<file path="src/rtl/core/scg_pkg.sv">
`timescale 1ns / 1ps

package scg_pkg;

   // History geometry.
   localparam int HIST_DEPTH = 16;
   localparam int ADDR_W     = $clog2(HIST_DEPTH);
   localparam int CNT_W      = $clog2(HIST_DEPTH + 1);

   // Field widths.
   localparam int TIME_W  = 48;
   localparam int ANGLE_W = 16;
   localparam int RATE_W  = 32;
   localparam int DIFF_W  = RATE_W + 1;
   localparam int NUM_W   = 54;
   localparam int DEN_W   = TIME_W + 1;
   localparam int QUO_W   = NUM_W + 1;
   localparam int CSR_W   = 31;
   localparam int CSR_IDX_W = 3;

   localparam longint unsigned US_PER_S = 64'd1000000;

   // Configuration register indexes.
   typedef enum logic [CSR_IDX_W-1:0] {
      CSR_GAIN       = 3'd0,
      CSR_MAX_AGE    = 3'd1,
      CSR_PATIENCE   = 3'd2,
      CSR_ERR_THRESH = 3'd3,
      CSR_RATE_THRESH = 3'd4
   } csr_index_type;

   // Reset values of the configuration registers.
   localparam logic [15:0] GAIN_RST        = 16'd5571;
   localparam logic [23:0] MAX_AGE_RST     = 24'd1000000;
   localparam logic [23:0] PATIENCE_RST    = 24'd100000;
   localparam logic [14:0] ERR_THRESH_RST  = 15'd41;
   localparam logic [30:0] RATE_THRESH_RST = 31'd70;

   // One history entry.
   typedef struct packed {
      logic [TIME_W-1:0]         time_us;
      logic signed [ANGLE_W-1:0] err;
      logic signed [RATE_W-1:0]  rate;
   } hist_entry_type;

   // Commands from the controller to the datapath.
   typedef struct packed {
      logic load;
      logic scan_ev;
      logic aged;
      logic mul;
      logic div_start;
      logic rate_done;
      logic jerk_done;
      logic sh_init;
      logic sh_wr;
      logic sh_end;
      logic write_new;
      logic out_load;
   } scg_cmd_type;

   // Status from the datapath to the controller.
   typedef struct packed {
      logic scan_end;
      logic need_div;
      logic div_done;
      logic full;
      logic sh_end;
   } scg_status_type;

   // Saturate a quotient to the 32 bit signed range.
   function automatic logic signed [RATE_W-1:0] sat_rate(input logic signed [QUO_W-1:0] v);
      logic signed [QUO_W-1:0] hi;
      logic signed [QUO_W-1:0] lo;
      hi = QUO_W'(64'sh7FFFFFFF);
      lo = -QUO_W'(64'sh80000000);
      if (v > hi) begin
         return RATE_W'(hi);
      end else if (v < lo) begin
         return RATE_W'(lo);
      end
      return RATE_W'(v);
   endfunction

endpackage

</file>
<file path="src/rtl/core/scg_req_if.sv">
`timescale 1ns / 1ps

interface scg_req_if;
   logic                                     valid;
   logic                                     ready;
   logic [scg_pkg::TIME_W-1:0]               sample_time_us;
   logic [scg_pkg::TIME_W-1:0]               now_us;
   logic signed [scg_pkg::ANGLE_W-1:0]       desired_azimuth;
   logic signed [scg_pkg::ANGLE_W-1:0]       actual_azimuth;

   modport source (output valid, sample_time_us, now_us, desired_azimuth, actual_azimuth,
                   input ready);
   modport sink (input valid, sample_time_us, now_us, desired_azimuth, actual_azimuth,
                 output ready);
endinterface

</file>
<file path="src/rtl/core/scg_rsp_if.sv">
`timescale 1ns / 1ps

interface scg_rsp_if;
   logic                                valid;
   logic                                ready;
   logic                                send_correction;
   logic signed [scg_pkg::ANGLE_W-1:0]  amplitude;
   logic signed [scg_pkg::ANGLE_W-1:0]  heading_error;
   logic signed [scg_pkg::RATE_W-1:0]   error_rate;
   logic signed [scg_pkg::RATE_W-1:0]   error_jerk;
   logic                                rate_fault;

   modport source (output valid, send_correction, amplitude, heading_error, error_rate,
                   error_jerk, rate_fault, input ready);
   modport sink (input valid, send_correction, amplitude, heading_error, error_rate,
                 error_jerk, rate_fault, output ready);
endinterface

</file>
<file path="src/rtl/core/steering_correction_gate.sv">
`timescale 1ns / 1ps

// Heading-error steering gate. One heading sample is taken at a time; the next is taken once
// the result of the previous one sits in the output register, which holds it until the sink
// takes the transfer. An item goes through the accept step, the history scan, the aging step,
// the store and the finish. Two serial divides, one quotient bit per cycle, follow the aging
// step when the oldest kept entry gives a positive time difference, and the oldest entry of a
// full history is dropped before the store. The finish waits for a free output register.
module steering_correction_gate (
   input  logic                           clock,
   input  logic                           reset,
   scg_req_if.sink                        req_chan,
   scg_rsp_if.source                      rsp_chan,
   input  logic                           csr_write_enable,
   input  logic [scg_pkg::CSR_IDX_W-1:0]  csr_index,
   input  logic [scg_pkg::CSR_W-1:0]      csr_write_data
);

   scg_pkg::scg_cmd_type    cmd;
   scg_pkg::scg_status_type status;

   scg_ctrl u_ctrl (
      .clock     (clock),
      .reset     (reset),
      .req_valid (req_chan.valid),
      .req_ready (req_chan.ready),
      .rsp_valid (rsp_chan.valid),
      .rsp_ready (rsp_chan.ready),
      .status    (status),
      .cmd       (cmd)
   );

   scg_dp u_dp (
      .clock            (clock),
      .reset            (reset),
      .cmd              (cmd),
      .status           (status),
      .csr_write_enable (csr_write_enable),
      .csr_index        (csr_index),
      .csr_write_data   (csr_write_data),
      .req_chan         (req_chan),
      .rsp_chan         (rsp_chan)
   );

`ifndef SYNTHESIS
   // One item at a time: a transfer in closes the input for the next cycle.
   a_one_item: assert property (@(posedge clock) disable iff (reset)
      (req_chan.valid && req_chan.ready) |=> !req_chan.ready)
      else $error("input taken while an item is in work");

   // A fault forces rate and jerk to zero.
   a_fault_zero: assert property (@(posedge clock) disable iff (reset)
      (rsp_chan.valid && rsp_chan.rate_fault) |->
         (rsp_chan.error_rate == '0 && rsp_chan.error_jerk == '0))
      else $error("fault with nonzero rate or jerk");

   // No correction means no amplitude.
   a_amp_zero: assert property (@(posedge clock) disable iff (reset)
      (rsp_chan.valid && !rsp_chan.send_correction) |-> rsp_chan.amplitude == '0)
      else $error("amplitude without correction");
`endif

endmodule

</file>
<file path="src/rtl/core/scg_div.sv">
`timescale 1ns / 1ps

// Restoring divider, one quotient bit per cycle, truncating toward zero.
module scg_div (
   input  logic                              clock,
   input  logic                              reset,
   input  logic                              start,
   input  logic signed [scg_pkg::NUM_W-1:0]  num,
   input  logic [scg_pkg::DEN_W-1:0]         den,
   output logic                              done,
   output logic signed [scg_pkg::QUO_W-1:0]  quo
);

   localparam int STEP_W = $clog2(scg_pkg::NUM_W + 1);

   logic                         busy_ff, busy_in;
   logic                         done_ff, done_in;
   logic [STEP_W-1:0]            step_ff, step_in;
   logic [scg_pkg::DEN_W-1:0]    rem_ff, rem_in;
   logic [scg_pkg::NUM_W-1:0]    q_ff, q_in;
   logic [scg_pkg::DEN_W-1:0]    den_ff, den_in;
   logic                         neg_ff, neg_in;
   logic [scg_pkg::DEN_W:0]      trial;

   // One shift and trial subtract per cycle.
   always_comb begin
      busy_in = busy_ff;
      done_in = 1'b0;
      step_in = step_ff;
      rem_in  = rem_ff;
      q_in    = q_ff;
      den_in  = den_ff;
      neg_in  = neg_ff;
      trial   = {rem_ff, q_ff[scg_pkg::NUM_W-1]};
      if (start) begin
         busy_in = 1'b1;
         step_in = '0;
         rem_in  = '0;
         q_in    = num[scg_pkg::NUM_W-1] ? scg_pkg::NUM_W'(-num) : scg_pkg::NUM_W'(num);
         den_in  = den;
         neg_in  = num[scg_pkg::NUM_W-1];
      end else if (busy_ff) begin
         if (trial >= {1'b0, den_ff}) begin
            rem_in = scg_pkg::DEN_W'(trial - {1'b0, den_ff});
            q_in   = {q_ff[scg_pkg::NUM_W-2:0], 1'b1};
         end else begin
            rem_in = scg_pkg::DEN_W'(trial);
            q_in   = {q_ff[scg_pkg::NUM_W-2:0], 1'b0};
         end
         step_in = step_ff + 1'b1;
         if (step_ff == STEP_W'(scg_pkg::NUM_W - 1)) begin
            busy_in = 1'b0;
            done_in = 1'b1;
         end
      end
   end

   always_ff @(posedge clock) begin
      if (reset) begin
         busy_ff <= 1'b0;
         done_ff <= 1'b0;
      end else begin
         busy_ff <= busy_in;
         done_ff <= done_in;
      end
      step_ff <= step_in;
      rem_ff  <= rem_in;
      q_ff    <= q_in;
      den_ff  <= den_in;
      neg_ff  <= neg_in;
   end

   assign done = done_ff;
   assign quo  = neg_ff ? -$signed({1'b0, q_ff}) : $signed({1'b0, q_ff});

endmodule

</file>
<file path="src/rtl/core/scg_dp.sv">
`timescale 1ns / 1ps

module scg_dp (
   input  logic                              clock,
   input  logic                              reset,
   input  scg_pkg::scg_cmd_type              cmd,
   output scg_pkg::scg_status_type           status,
   input  logic                              csr_write_enable,
   input  logic [scg_pkg::CSR_IDX_W-1:0]     csr_index,
   input  logic [scg_pkg::CSR_W-1:0]         csr_write_data,
   scg_req_if.sink                           req_chan,
   scg_rsp_if.source                         rsp_chan
);

   // Configuration registers.
   logic [15:0] gain_ff;
   logic [23:0] max_age_ff;
   logic [23:0] patience_ff;
   logic [14:0] err_thresh_ff;
   logic [30:0] rate_thresh_ff;

   // Item registers.
   logic [scg_pkg::TIME_W-1:0]         ts_ff, now_ff, last_corr_ff;
   logic signed [scg_pkg::ANGLE_W-1:0] err_ff;
   logic [scg_pkg::CNT_W-1:0]          cnt_ff, idx_ff, keep_ff;
   scg_pkg::hist_entry_type            first_ff, rd_data_ff;
   logic signed [scg_pkg::DIFF_W-1:0]  diff_ff;
   logic signed [scg_pkg::NUM_W-1:0]   num_ff;
   logic [scg_pkg::DEN_W-1:0]          dt_ff;
   logic signed [scg_pkg::RATE_W-1:0]  rate_ff, jerk_ff;
   logic                               fault_ff;
   logic signed [32:0]                 prod_ff;

   // Output payload registers.
   logic                               o_send_ff;
   logic signed [scg_pkg::ANGLE_W-1:0] o_amp_ff, o_err_ff;
   logic signed [scg_pkg::RATE_W-1:0]  o_rate_ff, o_jerk_ff;
   logic                               o_fault_ff;

   scg_pkg::hist_entry_type            mem [scg_pkg::HIST_DEPTH];
   logic                               mem_we;
   logic [scg_pkg::ADDR_W-1:0]         mem_waddr;
   scg_pkg::hist_entry_type            mem_wdata;

   logic signed [scg_pkg::ANGLE_W:0]   err_raw;
   logic signed [scg_pkg::ANGLE_W-1:0] err_sat;
   logic signed [scg_pkg::TIME_W:0]    age, dt_w, since;
   logic                               keep_it, dt_pos;
   logic                               div_done;
   logic signed [scg_pkg::QUO_W-1:0]   quo;
   logic signed [scg_pkg::RATE_W-1:0]  quo_sat;
   logic [scg_pkg::RATE_W:0]           rate_abs;
   logic [scg_pkg::ANGLE_W-1:0]        err_abs;
   logic                               patient, zero_rate, helping, send;
   logic [32:0]                        p_abs;
   logic [33:0]                        p_rnd;
   logic signed [19:0]                 amp_s;
   logic signed [scg_pkg::ANGLE_W-1:0] amp_sat;

   // Heading error, saturated to 16 bits.
   always_comb begin
      err_raw = $signed({req_chan.desired_azimuth[15], req_chan.desired_azimuth})
              - $signed({req_chan.actual_azimuth[15], req_chan.actual_azimuth});
      if (err_raw > 17'sd32767) begin
         err_sat = 16'sh7FFF;
      end else if (err_raw < -17'sd32768) begin
         err_sat = 16'sh8000;
      end else begin
         err_sat = err_raw[15:0];
      end
   end

   // Age test and time difference against the oldest kept entry.
   assign age     = $signed({1'b0, now_ff}) - $signed({1'b0, rd_data_ff.time_us});
   assign keep_it = age < $signed({25'd0, max_age_ff});
   assign dt_w    = $signed({1'b0, ts_ff}) - $signed({1'b0, first_ff.time_us});
   assign dt_pos  = !dt_w[scg_pkg::TIME_W] && (dt_w != '0);

   scg_div u_div (
      .clock (clock),
      .reset (reset),
      .start (cmd.div_start),
      .num   (num_ff),
      .den   (dt_ff),
      .done  (div_done),
      .quo   (quo)
   );

   assign quo_sat = scg_pkg::sat_rate(quo);

   // Correction decision and rounded amplitude.
   always_comb begin
      since     = $signed({1'b0, now_ff}) - $signed({1'b0, last_corr_ff});
      patient   = since < $signed({25'd0, patience_ff});
      err_abs   = err_ff[15] ? 16'(-err_ff) : 16'(err_ff);
      rate_abs  = rate_ff[31] ? 33'(-$signed({rate_ff[31], rate_ff}))
                              : 33'({rate_ff[31], rate_ff});
      zero_rate = rate_abs < {2'd0, rate_thresh_ff};
      helping   = err_ff[15] != rate_ff[31];
      send      = !patient && (err_abs > {1'b0, err_thresh_ff}) && (zero_rate || !helping);
      p_abs     = prod_ff[32] ? 33'(-prod_ff) : 33'(prod_ff);
      p_rnd     = {1'b0, p_abs} + 34'd16384;
      amp_s     = prod_ff[32] ? -$signed({1'b0, p_rnd[33:15]}) : $signed({1'b0, p_rnd[33:15]});
      if (amp_s > 20'sd32767) begin
         amp_sat = 16'sh7FFF;
      end else if (amp_s < -20'sd32768) begin
         amp_sat = 16'sh8000;
      end else begin
         amp_sat = amp_s[15:0];
      end
   end

   // History write port.
   always_comb begin
      mem_we    = 1'b0;
      mem_waddr = keep_ff[scg_pkg::ADDR_W-1:0];
      mem_wdata = rd_data_ff;
      if (cmd.scan_ev) begin
         mem_we = keep_it;
      end else if (cmd.sh_wr) begin
         mem_we    = 1'b1;
         mem_waddr = scg_pkg::ADDR_W'(idx_ff - 1'b1);
      end else if (cmd.write_new) begin
         mem_we    = 1'b1;
         mem_waddr = cnt_ff[scg_pkg::ADDR_W-1:0];
         mem_wdata = '{time_us: ts_ff, err: err_ff, rate: rate_ff};
      end
   end

   always_ff @(posedge clock) begin
      if (mem_we) begin
         mem[mem_waddr] <= mem_wdata;
      end
      rd_data_ff <= mem[idx_ff[scg_pkg::ADDR_W-1:0]];
   end

   // Configuration writes.
   always_ff @(posedge clock) begin
      if (reset) begin
         gain_ff        <= scg_pkg::GAIN_RST;
         max_age_ff     <= scg_pkg::MAX_AGE_RST;
         patience_ff    <= scg_pkg::PATIENCE_RST;
         err_thresh_ff  <= scg_pkg::ERR_THRESH_RST;
         rate_thresh_ff <= scg_pkg::RATE_THRESH_RST;
      end else if (csr_write_enable) begin
         case (csr_index)
            scg_pkg::CSR_GAIN:        gain_ff        <= csr_write_data[15:0];
            scg_pkg::CSR_MAX_AGE:     max_age_ff     <= csr_write_data[23:0];
            scg_pkg::CSR_PATIENCE:    patience_ff    <= csr_write_data[23:0];
            scg_pkg::CSR_ERR_THRESH:  err_thresh_ff  <= csr_write_data[14:0];
            scg_pkg::CSR_RATE_THRESH: rate_thresh_ff <= csr_write_data[30:0];
            default: ;
         endcase
      end
   end

   // History count and correction time.
   always_ff @(posedge clock) begin
      if (reset) begin
         cnt_ff       <= '0;
         last_corr_ff <= '0;
      end else begin
         if (cmd.aged) begin
            cnt_ff <= keep_ff;
         end else if (cmd.sh_end) begin
            cnt_ff <= scg_pkg::CNT_W'(scg_pkg::HIST_DEPTH - 1);
         end else if (cmd.write_new) begin
            cnt_ff <= cnt_ff + 1'b1;
         end
         if (cmd.out_load && send) begin
            last_corr_ff <= now_ff;
         end
      end
   end

   // Item datapath.
   always_ff @(posedge clock) begin
      if (cmd.load) begin
         ts_ff   <= req_chan.sample_time_us;
         now_ff  <= req_chan.now_us;
         err_ff  <= err_sat;
         idx_ff  <= '0;
         keep_ff <= '0;
      end
      if (cmd.scan_ev) begin
         idx_ff <= idx_ff + 1'b1;
         if (keep_it) begin
            keep_ff <= keep_ff + 1'b1;
            if (keep_ff == '0) begin
               first_ff <= rd_data_ff;
            end
         end
      end
      if (cmd.aged) begin
         rate_ff  <= '0;
         jerk_ff  <= '0;
         fault_ff <= (keep_ff != '0) && !dt_pos;
         dt_ff    <= scg_pkg::DEN_W'(dt_w);
         diff_ff  <= scg_pkg::DIFF_W'(err_ff) - scg_pkg::DIFF_W'(first_ff.err);
      end
      if (cmd.mul) begin
         num_ff <= scg_pkg::NUM_W'(diff_ff) * $signed(scg_pkg::NUM_W'(scg_pkg::US_PER_S));
      end
      if (cmd.rate_done) begin
         rate_ff <= quo_sat;
         diff_ff <= scg_pkg::DIFF_W'(quo_sat) - scg_pkg::DIFF_W'(first_ff.rate);
      end
      if (cmd.jerk_done) begin
         jerk_ff <= quo_sat;
      end
      if (cmd.sh_init) begin
         idx_ff <= scg_pkg::CNT_W'(1);
      end
      if (cmd.sh_wr) begin
         idx_ff <= idx_ff + 1'b1;
      end
      if (cmd.write_new) begin
         prod_ff <= $signed({1'b0, gain_ff}) * err_ff;
      end
      if (cmd.out_load) begin
         o_send_ff  <= send;
         o_amp_ff   <= send ? amp_sat : '0;
         o_err_ff   <= err_ff;
         o_rate_ff  <= rate_ff;
         o_jerk_ff  <= jerk_ff;
         o_fault_ff <= fault_ff;
      end
   end

   assign status.scan_end = idx_ff == cnt_ff;
   assign status.need_div = (keep_ff != '0) && dt_pos;
   assign status.div_done = div_done;
   assign status.full     = cnt_ff == scg_pkg::CNT_W'(scg_pkg::HIST_DEPTH);
   assign status.sh_end   = idx_ff == scg_pkg::CNT_W'(scg_pkg::HIST_DEPTH);

   assign rsp_chan.send_correction = o_send_ff;
   assign rsp_chan.amplitude       = o_amp_ff;
   assign rsp_chan.heading_error   = o_err_ff;
   assign rsp_chan.error_rate      = o_rate_ff;
   assign rsp_chan.error_jerk      = o_jerk_ff;
   assign rsp_chan.rate_fault      = o_fault_ff;

endmodule

</file>
<file path="src/rtl/core/scg_ctrl.sv">
`timescale 1ns / 1ps

module scg_ctrl (
   input  logic                     clock,
   input  logic                     reset,
   input  logic                     req_valid,
   output logic                     req_ready,
   output logic                     rsp_valid,
   input  logic                     rsp_ready,
   input  scg_pkg::scg_status_type  status,
   output scg_pkg::scg_cmd_type     cmd
);

   typedef enum logic [4:0] {
      ST_IDLE, ST_SCAN_RD, ST_SCAN_EV, ST_AGED,
      ST_MUL_R, ST_DIVS_R, ST_DIVW_R, ST_RATE,
      ST_MUL_J, ST_DIVS_J, ST_DIVW_J, ST_JERK,
      ST_SH_CHK, ST_SH_RD, ST_SH_WR, ST_WRITE, ST_FINISH
   } state_type;

   state_type state_ff, state_in;
   logic      rsp_valid_ff, rsp_valid_in;
   logic      out_free;

   assign out_free  = !rsp_valid_ff || rsp_ready;
   assign req_ready = state_ff == ST_IDLE;
   assign rsp_valid = rsp_valid_ff;

   // Next state and commands.
   always_comb begin
      state_in     = state_ff;
      rsp_valid_in = rsp_valid_ff && !rsp_ready;
      cmd          = '0;
      unique case (state_ff)
         ST_IDLE: begin
            if (req_valid) begin
               cmd.load = 1'b1;
               state_in = ST_SCAN_RD;
            end
         end
         ST_SCAN_RD: state_in = status.scan_end ? ST_AGED : ST_SCAN_EV;
         ST_SCAN_EV: begin
            cmd.scan_ev = 1'b1;
            state_in    = ST_SCAN_RD;
         end
         ST_AGED: begin
            cmd.aged = 1'b1;
            state_in = status.need_div ? ST_MUL_R : ST_SH_CHK;
         end
         ST_MUL_R: begin
            cmd.mul  = 1'b1;
            state_in = ST_DIVS_R;
         end
         ST_DIVS_R: begin
            cmd.div_start = 1'b1;
            state_in      = ST_DIVW_R;
         end
         ST_DIVW_R: state_in = status.div_done ? ST_RATE : ST_DIVW_R;
         ST_RATE: begin
            cmd.rate_done = 1'b1;
            state_in      = ST_MUL_J;
         end
         ST_MUL_J: begin
            cmd.mul  = 1'b1;
            state_in = ST_DIVS_J;
         end
         ST_DIVS_J: begin
            cmd.div_start = 1'b1;
            state_in      = ST_DIVW_J;
         end
         ST_DIVW_J: state_in = status.div_done ? ST_JERK : ST_DIVW_J;
         ST_JERK: begin
            cmd.jerk_done = 1'b1;
            state_in      = ST_SH_CHK;
         end
         ST_SH_CHK: begin
            if (status.full) begin
               cmd.sh_init = 1'b1;
               state_in    = ST_SH_RD;
            end else begin
               state_in = ST_WRITE;
            end
         end
         ST_SH_RD: begin
            if (status.sh_end) begin
               cmd.sh_end = 1'b1;
               state_in   = ST_WRITE;
            end else begin
               state_in = ST_SH_WR;
            end
         end
         ST_SH_WR: begin
            cmd.sh_wr = 1'b1;
            state_in  = ST_SH_RD;
         end
         ST_WRITE: begin
            cmd.write_new = 1'b1;
            state_in      = ST_FINISH;
         end
         ST_FINISH: begin
            if (out_free) begin
               cmd.out_load = 1'b1;
               rsp_valid_in = 1'b1;
               state_in     = ST_IDLE;
            end
         end
         default: state_in = ST_IDLE;
      endcase
   end

   always_ff @(posedge clock) begin
      if (reset) begin
         state_ff     <= ST_IDLE;
         rsp_valid_ff <= 1'b0;
      end else begin
         state_ff     <= state_in;
         rsp_valid_ff <= rsp_valid_in;
      end
   end

endmodule

</file>
<file path="src/flat_wrapper.sv">
// flat-port wrapper written by rule: the top's interface ports become plain ports
module steering_correction_gate_flat 
  (clock, reset, csr_write_enable, csr_index, csr_write_data, req_chan_valid, req_chan_sample_time_us, req_chan_now_us, req_chan_desired_azimuth, req_chan_actual_azimuth, req_chan_ready, rsp_chan_valid, rsp_chan_send_correction, rsp_chan_amplitude, rsp_chan_heading_error, rsp_chan_error_rate, rsp_chan_error_jerk, rsp_chan_rate_fault, rsp_chan_ready);
  scg_req_if req_chan_i ();
  scg_rsp_if rsp_chan_i ();
  input  logic clock;
  input  logic reset;
  input  logic csr_write_enable;
  input  logic [scg_pkg::CSR_IDX_W-1:0] csr_index;
  input  logic [scg_pkg::CSR_W-1:0] csr_write_data;
  input wire logic [$bits(req_chan_i.valid)-1:0] req_chan_valid;
  input wire logic [$bits(req_chan_i.sample_time_us)-1:0] req_chan_sample_time_us;
  input wire logic [$bits(req_chan_i.now_us)-1:0] req_chan_now_us;
  input wire logic [$bits(req_chan_i.desired_azimuth)-1:0] req_chan_desired_azimuth;
  input wire logic [$bits(req_chan_i.actual_azimuth)-1:0] req_chan_actual_azimuth;
  output wire logic [$bits(req_chan_i.ready)-1:0] req_chan_ready;
  output wire logic [$bits(rsp_chan_i.valid)-1:0] rsp_chan_valid;
  output wire logic [$bits(rsp_chan_i.send_correction)-1:0] rsp_chan_send_correction;
  output wire logic [$bits(rsp_chan_i.amplitude)-1:0] rsp_chan_amplitude;
  output wire logic [$bits(rsp_chan_i.heading_error)-1:0] rsp_chan_heading_error;
  output wire logic [$bits(rsp_chan_i.error_rate)-1:0] rsp_chan_error_rate;
  output wire logic [$bits(rsp_chan_i.error_jerk)-1:0] rsp_chan_error_jerk;
  output wire logic [$bits(rsp_chan_i.rate_fault)-1:0] rsp_chan_rate_fault;
  input wire logic [$bits(rsp_chan_i.ready)-1:0] rsp_chan_ready;
  assign req_chan_i.valid = req_chan_valid;
  assign req_chan_i.sample_time_us = req_chan_sample_time_us;
  assign req_chan_i.now_us = req_chan_now_us;
  assign req_chan_i.desired_azimuth = req_chan_desired_azimuth;
  assign req_chan_i.actual_azimuth = req_chan_actual_azimuth;
  assign req_chan_ready = req_chan_i.ready;
  assign rsp_chan_valid = rsp_chan_i.valid;
  assign rsp_chan_send_correction = rsp_chan_i.send_correction;
  assign rsp_chan_amplitude = rsp_chan_i.amplitude;
  assign rsp_chan_heading_error = rsp_chan_i.heading_error;
  assign rsp_chan_error_rate = rsp_chan_i.error_rate;
  assign rsp_chan_error_jerk = rsp_chan_i.error_jerk;
  assign rsp_chan_rate_fault = rsp_chan_i.rate_fault;
  assign rsp_chan_i.ready = rsp_chan_ready;
  steering_correction_gate u_core (.clock(clock), .reset(reset), .req_chan(req_chan_i), .rsp_chan(rsp_chan_i), .csr_write_enable(csr_write_enable), .csr_index(csr_index), .csr_write_data(csr_write_data));
endmodule
</file>
<file path="config.mk">
export PLATFORM = sky130hd
export DESIGN_NAME = steering_correction_gate_flat
export DESIGN_NICKNAME = d
export VERILOG_FILES = /design/src/rtl/core/scg_pkg.sv /design/src/rtl/core/scg_req_if.sv /design/src/rtl/core/scg_rsp_if.sv /design/src/rtl/core/steering_correction_gate.sv /design/src/rtl/core/scg_div.sv /design/src/rtl/core/scg_dp.sv /design/src/rtl/core/scg_ctrl.sv /design/src/flat_wrapper.sv
export SDC_FILE = /design/constraint.sdc
export NUM_CORES = 2
export LEC_CHECK = 0
export BUFFER_PORTS_ARGS = -buffer_cell sky130_fd_sc_hd__buf_4
export CORE_AREA = 2 2 573 575
export CTS_CLUSTER_SIZE = 30
export DETAILED_ROUTE_END_ITERATION = 7
export DIE_AREA = 0 0 575 577
export GPL_TIMING_DRIVEN = 0
export SETUP_SLACK_MARGIN = 0.15
export SYNTH_ARGS = -nofsm -noshare
export SYNTH_HDL_FRONTEND = slang
export SYNTH_SLANG_ARGS = --single-unit
</file>
<file path="constraint.sdc">
create_clock -name clock -period 27.7 [get_ports clock]
set_input_delay 8.31 -clock clock [delete_from_list [all_inputs] [get_ports clock]]
set_output_delay 8.31 -clock clock [all_outputs]
set_load 0.005 [all_outputs]
</file>
After elaboration in Yosys (flattened, before gate mapping)
Memory sizes are Yosys's and may differ from the RTL's. A register that Yosys moved wholly into a read port is not among the register bits.
Cells that the tools add are included.
{"block": "op_classes", "mux": 75, "eq_ne": 27, "reduce_logical": 36, "mul": 2, "addsub": 19, "n_lt_le_gt_ge": 11, "bitwise": 2}
{"cell": "$mux 96", "count": 3}
{"cell": "$mux 32", "count": 6}
{"cell": "$mux 54", "count": 3}
{"cell": "$sub 48x48->49", "count": 3}
{"cell": "$mux 33", "count": 4}
{"cell": "$lt 49x25->1", "count": 2}
{"cell": "$pmux 5 s17", "count": 1}
{"cell": "$mux 5", "count": 12}
{"cell": "$gt 55x32->1 const B", "count": 1}
{"cell": "$lt 55x32->1 const B", "count": 1}
{"cell": "$mux 55", "count": 1}
{"cell": "$neg 54->55", "count": 1}
{"cell": "$neg 54->54", "count": 1}
{"cell": "$ge 50x49->1", "count": 1}
{"cell": "$mux 49", "count": 1}
{"cell": "$reduce_bool 49->1", "count": 1}
{"cell": "$sub 49x49->49", "count": 1}
{"cell": "$mul 33x15->48 const B", "count": 1}
{"cell": "$mux 16", "count": 3}
{"cell": "$eq 5x4->1 const B", "count": 8}
{"cell": "$add 33x15->34 const B", "count": 1}
{"cell": "$mux 1", "count": 34}
{"cell": "$sub 16x16->17", "count": 2}
{"cell": "$lt 33x31->1", "count": 1}
{"cell": "other kinds (43)", "count": 79}
{"block": "totals", "output_inout_bits": 100, "register_bits": 874, "ramBits": 1536, "mem_count": 1, "in_bits": 167}
{"memory": "u_core.u_dp.mem", "words": 16, "width": 96, "rd": 1, "rd_clocked_by_memory_dff": 1, "write_ports": 1, "line": "scg_dp.sv:40", "source": "scg_pkg::hist_entry_type mem [scg_pkg::HIST_DEPTH];"}

Longest topological paths before layout
{"block": "depth", "word_depth": 8, "mapped_depth": 29, "ltp_nobuf": 28}

Worst setup path after synthesis
OpenSTA, ideal clock, no wires.
{"block": "synth_path", "path_kind": "register to register", "from": "register u_core.u_dp.now_ff[0] (netlist bit)", "to": "memory u_core.u_dp.mem[10][0] (netlist bit) (enable)", "path_stages_with_launch": 26, "path_slack_ns": 12.893, "required_time_ns": 26.914, "arrival_time_ns": 14.021, "n_path_buf": 1, "path_cell_list": "edfxtp_1 inv_1 ha_1 inv_1 fa_1 a211oi_1 o21ai_0 a21oi_1 a21oi_1 nor2_1 o21ai_0 xnor2_1 ha_1 a21oi_1 nor2b_1 o21ai_0 a31oi_1 a2111oi_0 o2111ai_1 a211o_1 or4_1 nor4_1 nand4_1 and3_1 clkbuf_1 nor4_1"}
{"block": "synth_between", "elab_chain_cells": 5}
{"item": "start: declaration", "line": "scg_dp.sv:23", "source": "logic [scg_pkg::TIME_W-1:0] ts_ff, now_ff, last_corr_ff;"}
{"item": "start signal: assignment", "line": "scg_dp.sv:180", "source": "now_ff <= req_chan.now_us;"}
{"item": "$sub 48x48->49", "line": "scg_dp.sv:74", "source": "assign age = $signed({1'b0, now_ff}) - $signed({1'b0, rd_data_ff.time_us});"}
{"item": "$lt 49x25->1", "line": "scg_dp.sv:75", "source": "assign keep_it = age < $signed({25'd0, max_age_ff});"}
{"item": "$mux 1", "line": "scg_dp.sv:118", "source": "if (cmd.scan_ev) begin"}
{"item": "$mux 1", "line": "scg_dp.sv:131", "source": "if (mem_we) begin"}
{"item": "$mux 1 (implied by the code)", "line": "scg_dp.sv:132", "source": "mem[mem_waddr] <= mem_wdata;"}
{"item": "end: declaration", "line": "scg_dp.sv:40"}
No other way between the ends.

Worst setup path in the final report
{"block": "layout_path", "from": "register u_core.u_ctrl.state_ff[3]", "to": "output port req_chan_ready"}
{"block": "layout_between", "elab_chain_cells": 1}
{"item": "start: declaration", "line": "scg_ctrl.sv:21", "source": "state_type state_ff, state_in;"}
{"item": "start signal: assignment", "line": "scg_ctrl.sv:116", "source": "state_ff <= state_in;"}
{"item": "$logic_not 5->1", "line": "scg_ctrl.sv:26", "source": "assign req_ready = state_ff == ST_IDLE;"}
{"item": "end: declaration", "line": "flat_wrapper.sv:16", "source": "output wire logic [$bits(req_chan_i.ready)-1:0] req_chan_ready;"}
No other way between the ends.

==> qor.txt <==
Clk Latency, worst-skew pair: 0.88 ns
unrepaired setup endpoints after global routing: no
Final Max Slew Viols: 10
CP max stage delay: 0.60 ns
fin crit share: 0.411
CTS Hold Bufs: 0
1st-pass router iterations: 6
CTS resizes: 0
core area: 326000 sq um
first-pass GRT wire length: 572000 microns
register area share after synthesis: 0.554
Crit path required time: 19.39 ns
final setup violation count: 0
share of layout cells above drive strength 1: 0.149
IO Pins: 267
Layout area overhead: 15.3%
Tmin final: 11.38 ns
Die W: 575 microns
critical path arrival: 3.07 ns
largest buffer count on any clock path: 4
pin count of the biggest net entering global routing: 65
crit path capture type: primary output
DP HPWL: 296000 microns
yosys warns: 0
critical path's top delay family: simple AND/OR/NAND/NOR gates
Worst-path clk slew: 0.07 ns
area of the multi-input gates: 53000 sq um
Iteration-0 DRC Markers: 9362
DRC: 0
vias in the first global route: 85.9k
DRT Wirelength: 391000 microns
CP bufs+invs: 2
Via density: 5.63
setup bufs post-CTS: 0
kind of critical path: flip-flop to primary output
register area: 72000 sq um
Tot Pwr: 12.7 mW
commonest non-fill, non-tap cell in the layout: edfxtp_1
Total GRT Usage: 0.232
Die ar.: 332000 sq um
syn_nets: 11.0k
Max VDD drop: 0.115 mV
Peak Freq: 87.9 MHz
Setup Skew: 0.0647 ns
post-route ant nets: 0
wire length per cell: 25.8 microns
EDFF count, synth: 2179
CTS tree: yes
CTS buffer count: 274
Final Hold Violating Endpoints: 0
Via Count: 85.3k
Chip Height: 577 microns
Crit-path slowest cell: or4_1
most frequent cells in the layout: edfxtp_1 (2179), inv_1 (914), nand2_1 (748)
status: finished with violations
relative slew slack: -0.00139
transition time of the tightest slew-check pin: 1.50 ns
Primary FF master, synth: edfxtp_1
Power Density: 84.8 nW/um^2
hold crit path type: flip-flop to flip-flop
Max-Cap Viols: 1
P_leak: 55.1 nW
Syn Area/Cell: 13.3 sq um
Layout Nets: 11.8k
post-synth cell types: 98
Mapped Area: 130000 sq um
gpl congestion: 0.920
failing checks: capacitance limit, slew limit
Final Core Density: 0.459
Initial Utilization: 0.398
grt total ovfl: 0
Max FO, Critical Path: 10
#FFs+latches synth: 2506
Clock Tree Root: clkbuf_16
Syn Inst Count: 9753
Port Buffer Count: 265
CP Launch Type: flip-flop
H-tree depth: 5
num rows: 210
Filler cells: 28.8k
Synth async-reset ratio: 0
cells along the critical path: clkbuf_1 > or4_1 > nor2_1 > buf_4
antenna violations before repair: 43
Sink Count: 2506
## cell usage after synthesis (all sizes together) (46+ instances only)
cell | count | area (sq um)
a31oi | 57 | 378
clkbuf | 349 | 1310
nand2b | 77 | 482
fa | 356 | 7130
o21ai | 471 | 2360
nor4 | 48 | 337
ha | 697 | 8720
mux4 | 480 | 10800
nor3 | 113 | 566
nand4 | 63 | 394
a21o | 177 | 1330
xor2 | 195 | 1710
nand3 | 85 | 430
buf | 61 | 257
edfxtp | 2179 | 65400
nand2 | 749 | 2810
and2 | 138 | 863
a21oi | 579 | 2910
xnor2 | 252 | 2210
inv | 916 | 3440
or4 | 46 | 353
a211oi | 64 | 485
dfxtp | 327 | 6550
or3 | 109 | 687
nor2 | 359 | 1350
o31ai | 61 | 472
nor2b | 86 | 538
o21a | 57 | 428
mux2 | 53 | 597
o21bai | 50 | 375
## where the power goes
part           internal, mW  switching, mW  leakage [nW]
sequential             4.58          0.164          22.4
combinational          1.73           2.50          28.3
clock                  2.17           1.54          4.37
total                  8.49           4.20          55.1
## final timing paths
kind,endpoint,slack [ns],cells past startpoint,start
worst max-delay path,req_chan_ready,16.32,4,u_core.u_ctrl.state_ff[3]
worst min-delay path,u_core.u_dp.u_div.den_ff[6],0.40,0,u_core.u_dp.dt_ff[6]
worst max register to register,u_core.u_dp.diff_ff[32],17.92,26,u_core.u_dp.u_div.q_ff[13]
worst min register to register,u_core.u_dp.u_div.den_ff[6],0.40,0,u_core.u_dp.dt_ff[6]
## routing by layer
metal	routed length (microns)	global-route usage	up-vias	part of all wire
met5	224	0	-	0.00057
met4	15300	0.0833	32	0.039
met2	184000	0.381	3526	0.47
li1	-	-	37800	-
met3	30500	0.0383	706	0.078
met1	161000	0.312	43300	0.41
## logic make-up (layout without fill, tap and decap cells)
family / count (synthesis) / after routing / synth area share
DFF: 2506 / 2506 / 0.554
xor gates and xnor gates: 447 / 447 / 0.0302
AOI/OAI and AO/OA: 1819 / 1819 / 0.0870
buffers and inverters: 1327 / 2377 / 0.0386
adders and majority gates: 1053 / 1053 / 0.122
muxes: 576 / 576 / 0.0912
other: 0 / 15 / 0
and+or+nand+nor: 2025 / 2025 / 0.0766
## cell type report
class                      count  area share
antenna                       15    0.000251
buffer                       410      0.0106
clock buffer                 355      0.0498
clock inverter               134      0.0101
inverter                     917      0.0230
multi-input combinational   5920       0.354
sequential                  2506       0.481
tap                         4346      0.0363
timing repair buffer         561      0.0349
## registers in the layout, summed over array words and instances (netlist names), 33 cells and up
name	cells
u_core.u_dp.num_ff	48
u_core.u_dp.dt_ff	49
u_core.u_dp.rd_data_ff	96
u_core.u_dp.ts_ff	48
u_core.u_dp.last_corr_ff	48
u_core.u_dp.now_ff	48
u_core.u_dp.prod_ff	33
u_core.u_dp.u_div.rem_ff	49
u_core.u_dp.first_ff	96
u_core.u_dp.u_div.q_ff	54
u_core.u_dp.mem	1536
u_core.u_dp.u_div.den_ff	49
u_core.u_dp.diff_ff	33
## stage by stage
| stage | worst slack, ns | instance area [sq um] | instances | hold slack [ns] | TNS (ns) |
|---|---|---|---|---|---|
| floorplan | 12.89 | 130000 | 9753 | 0.400 | 0 |
| global placement | -2.97 | 137000 | 14400 | 0.403 | -1055.99 |
| detailed placement | 15.68 | 141000 | 14700 | 0.405 | 0 |
| CTS | 16.31 | 150000 | 15100 | 0.398 | 0 |
| global route | 16.18 | 150000 | 15200 | 0.399 | 0 |
| finish | 16.32 | 150000 | 15200 | 0.403 | 0 |
Power figures use the tool's default switching activity.
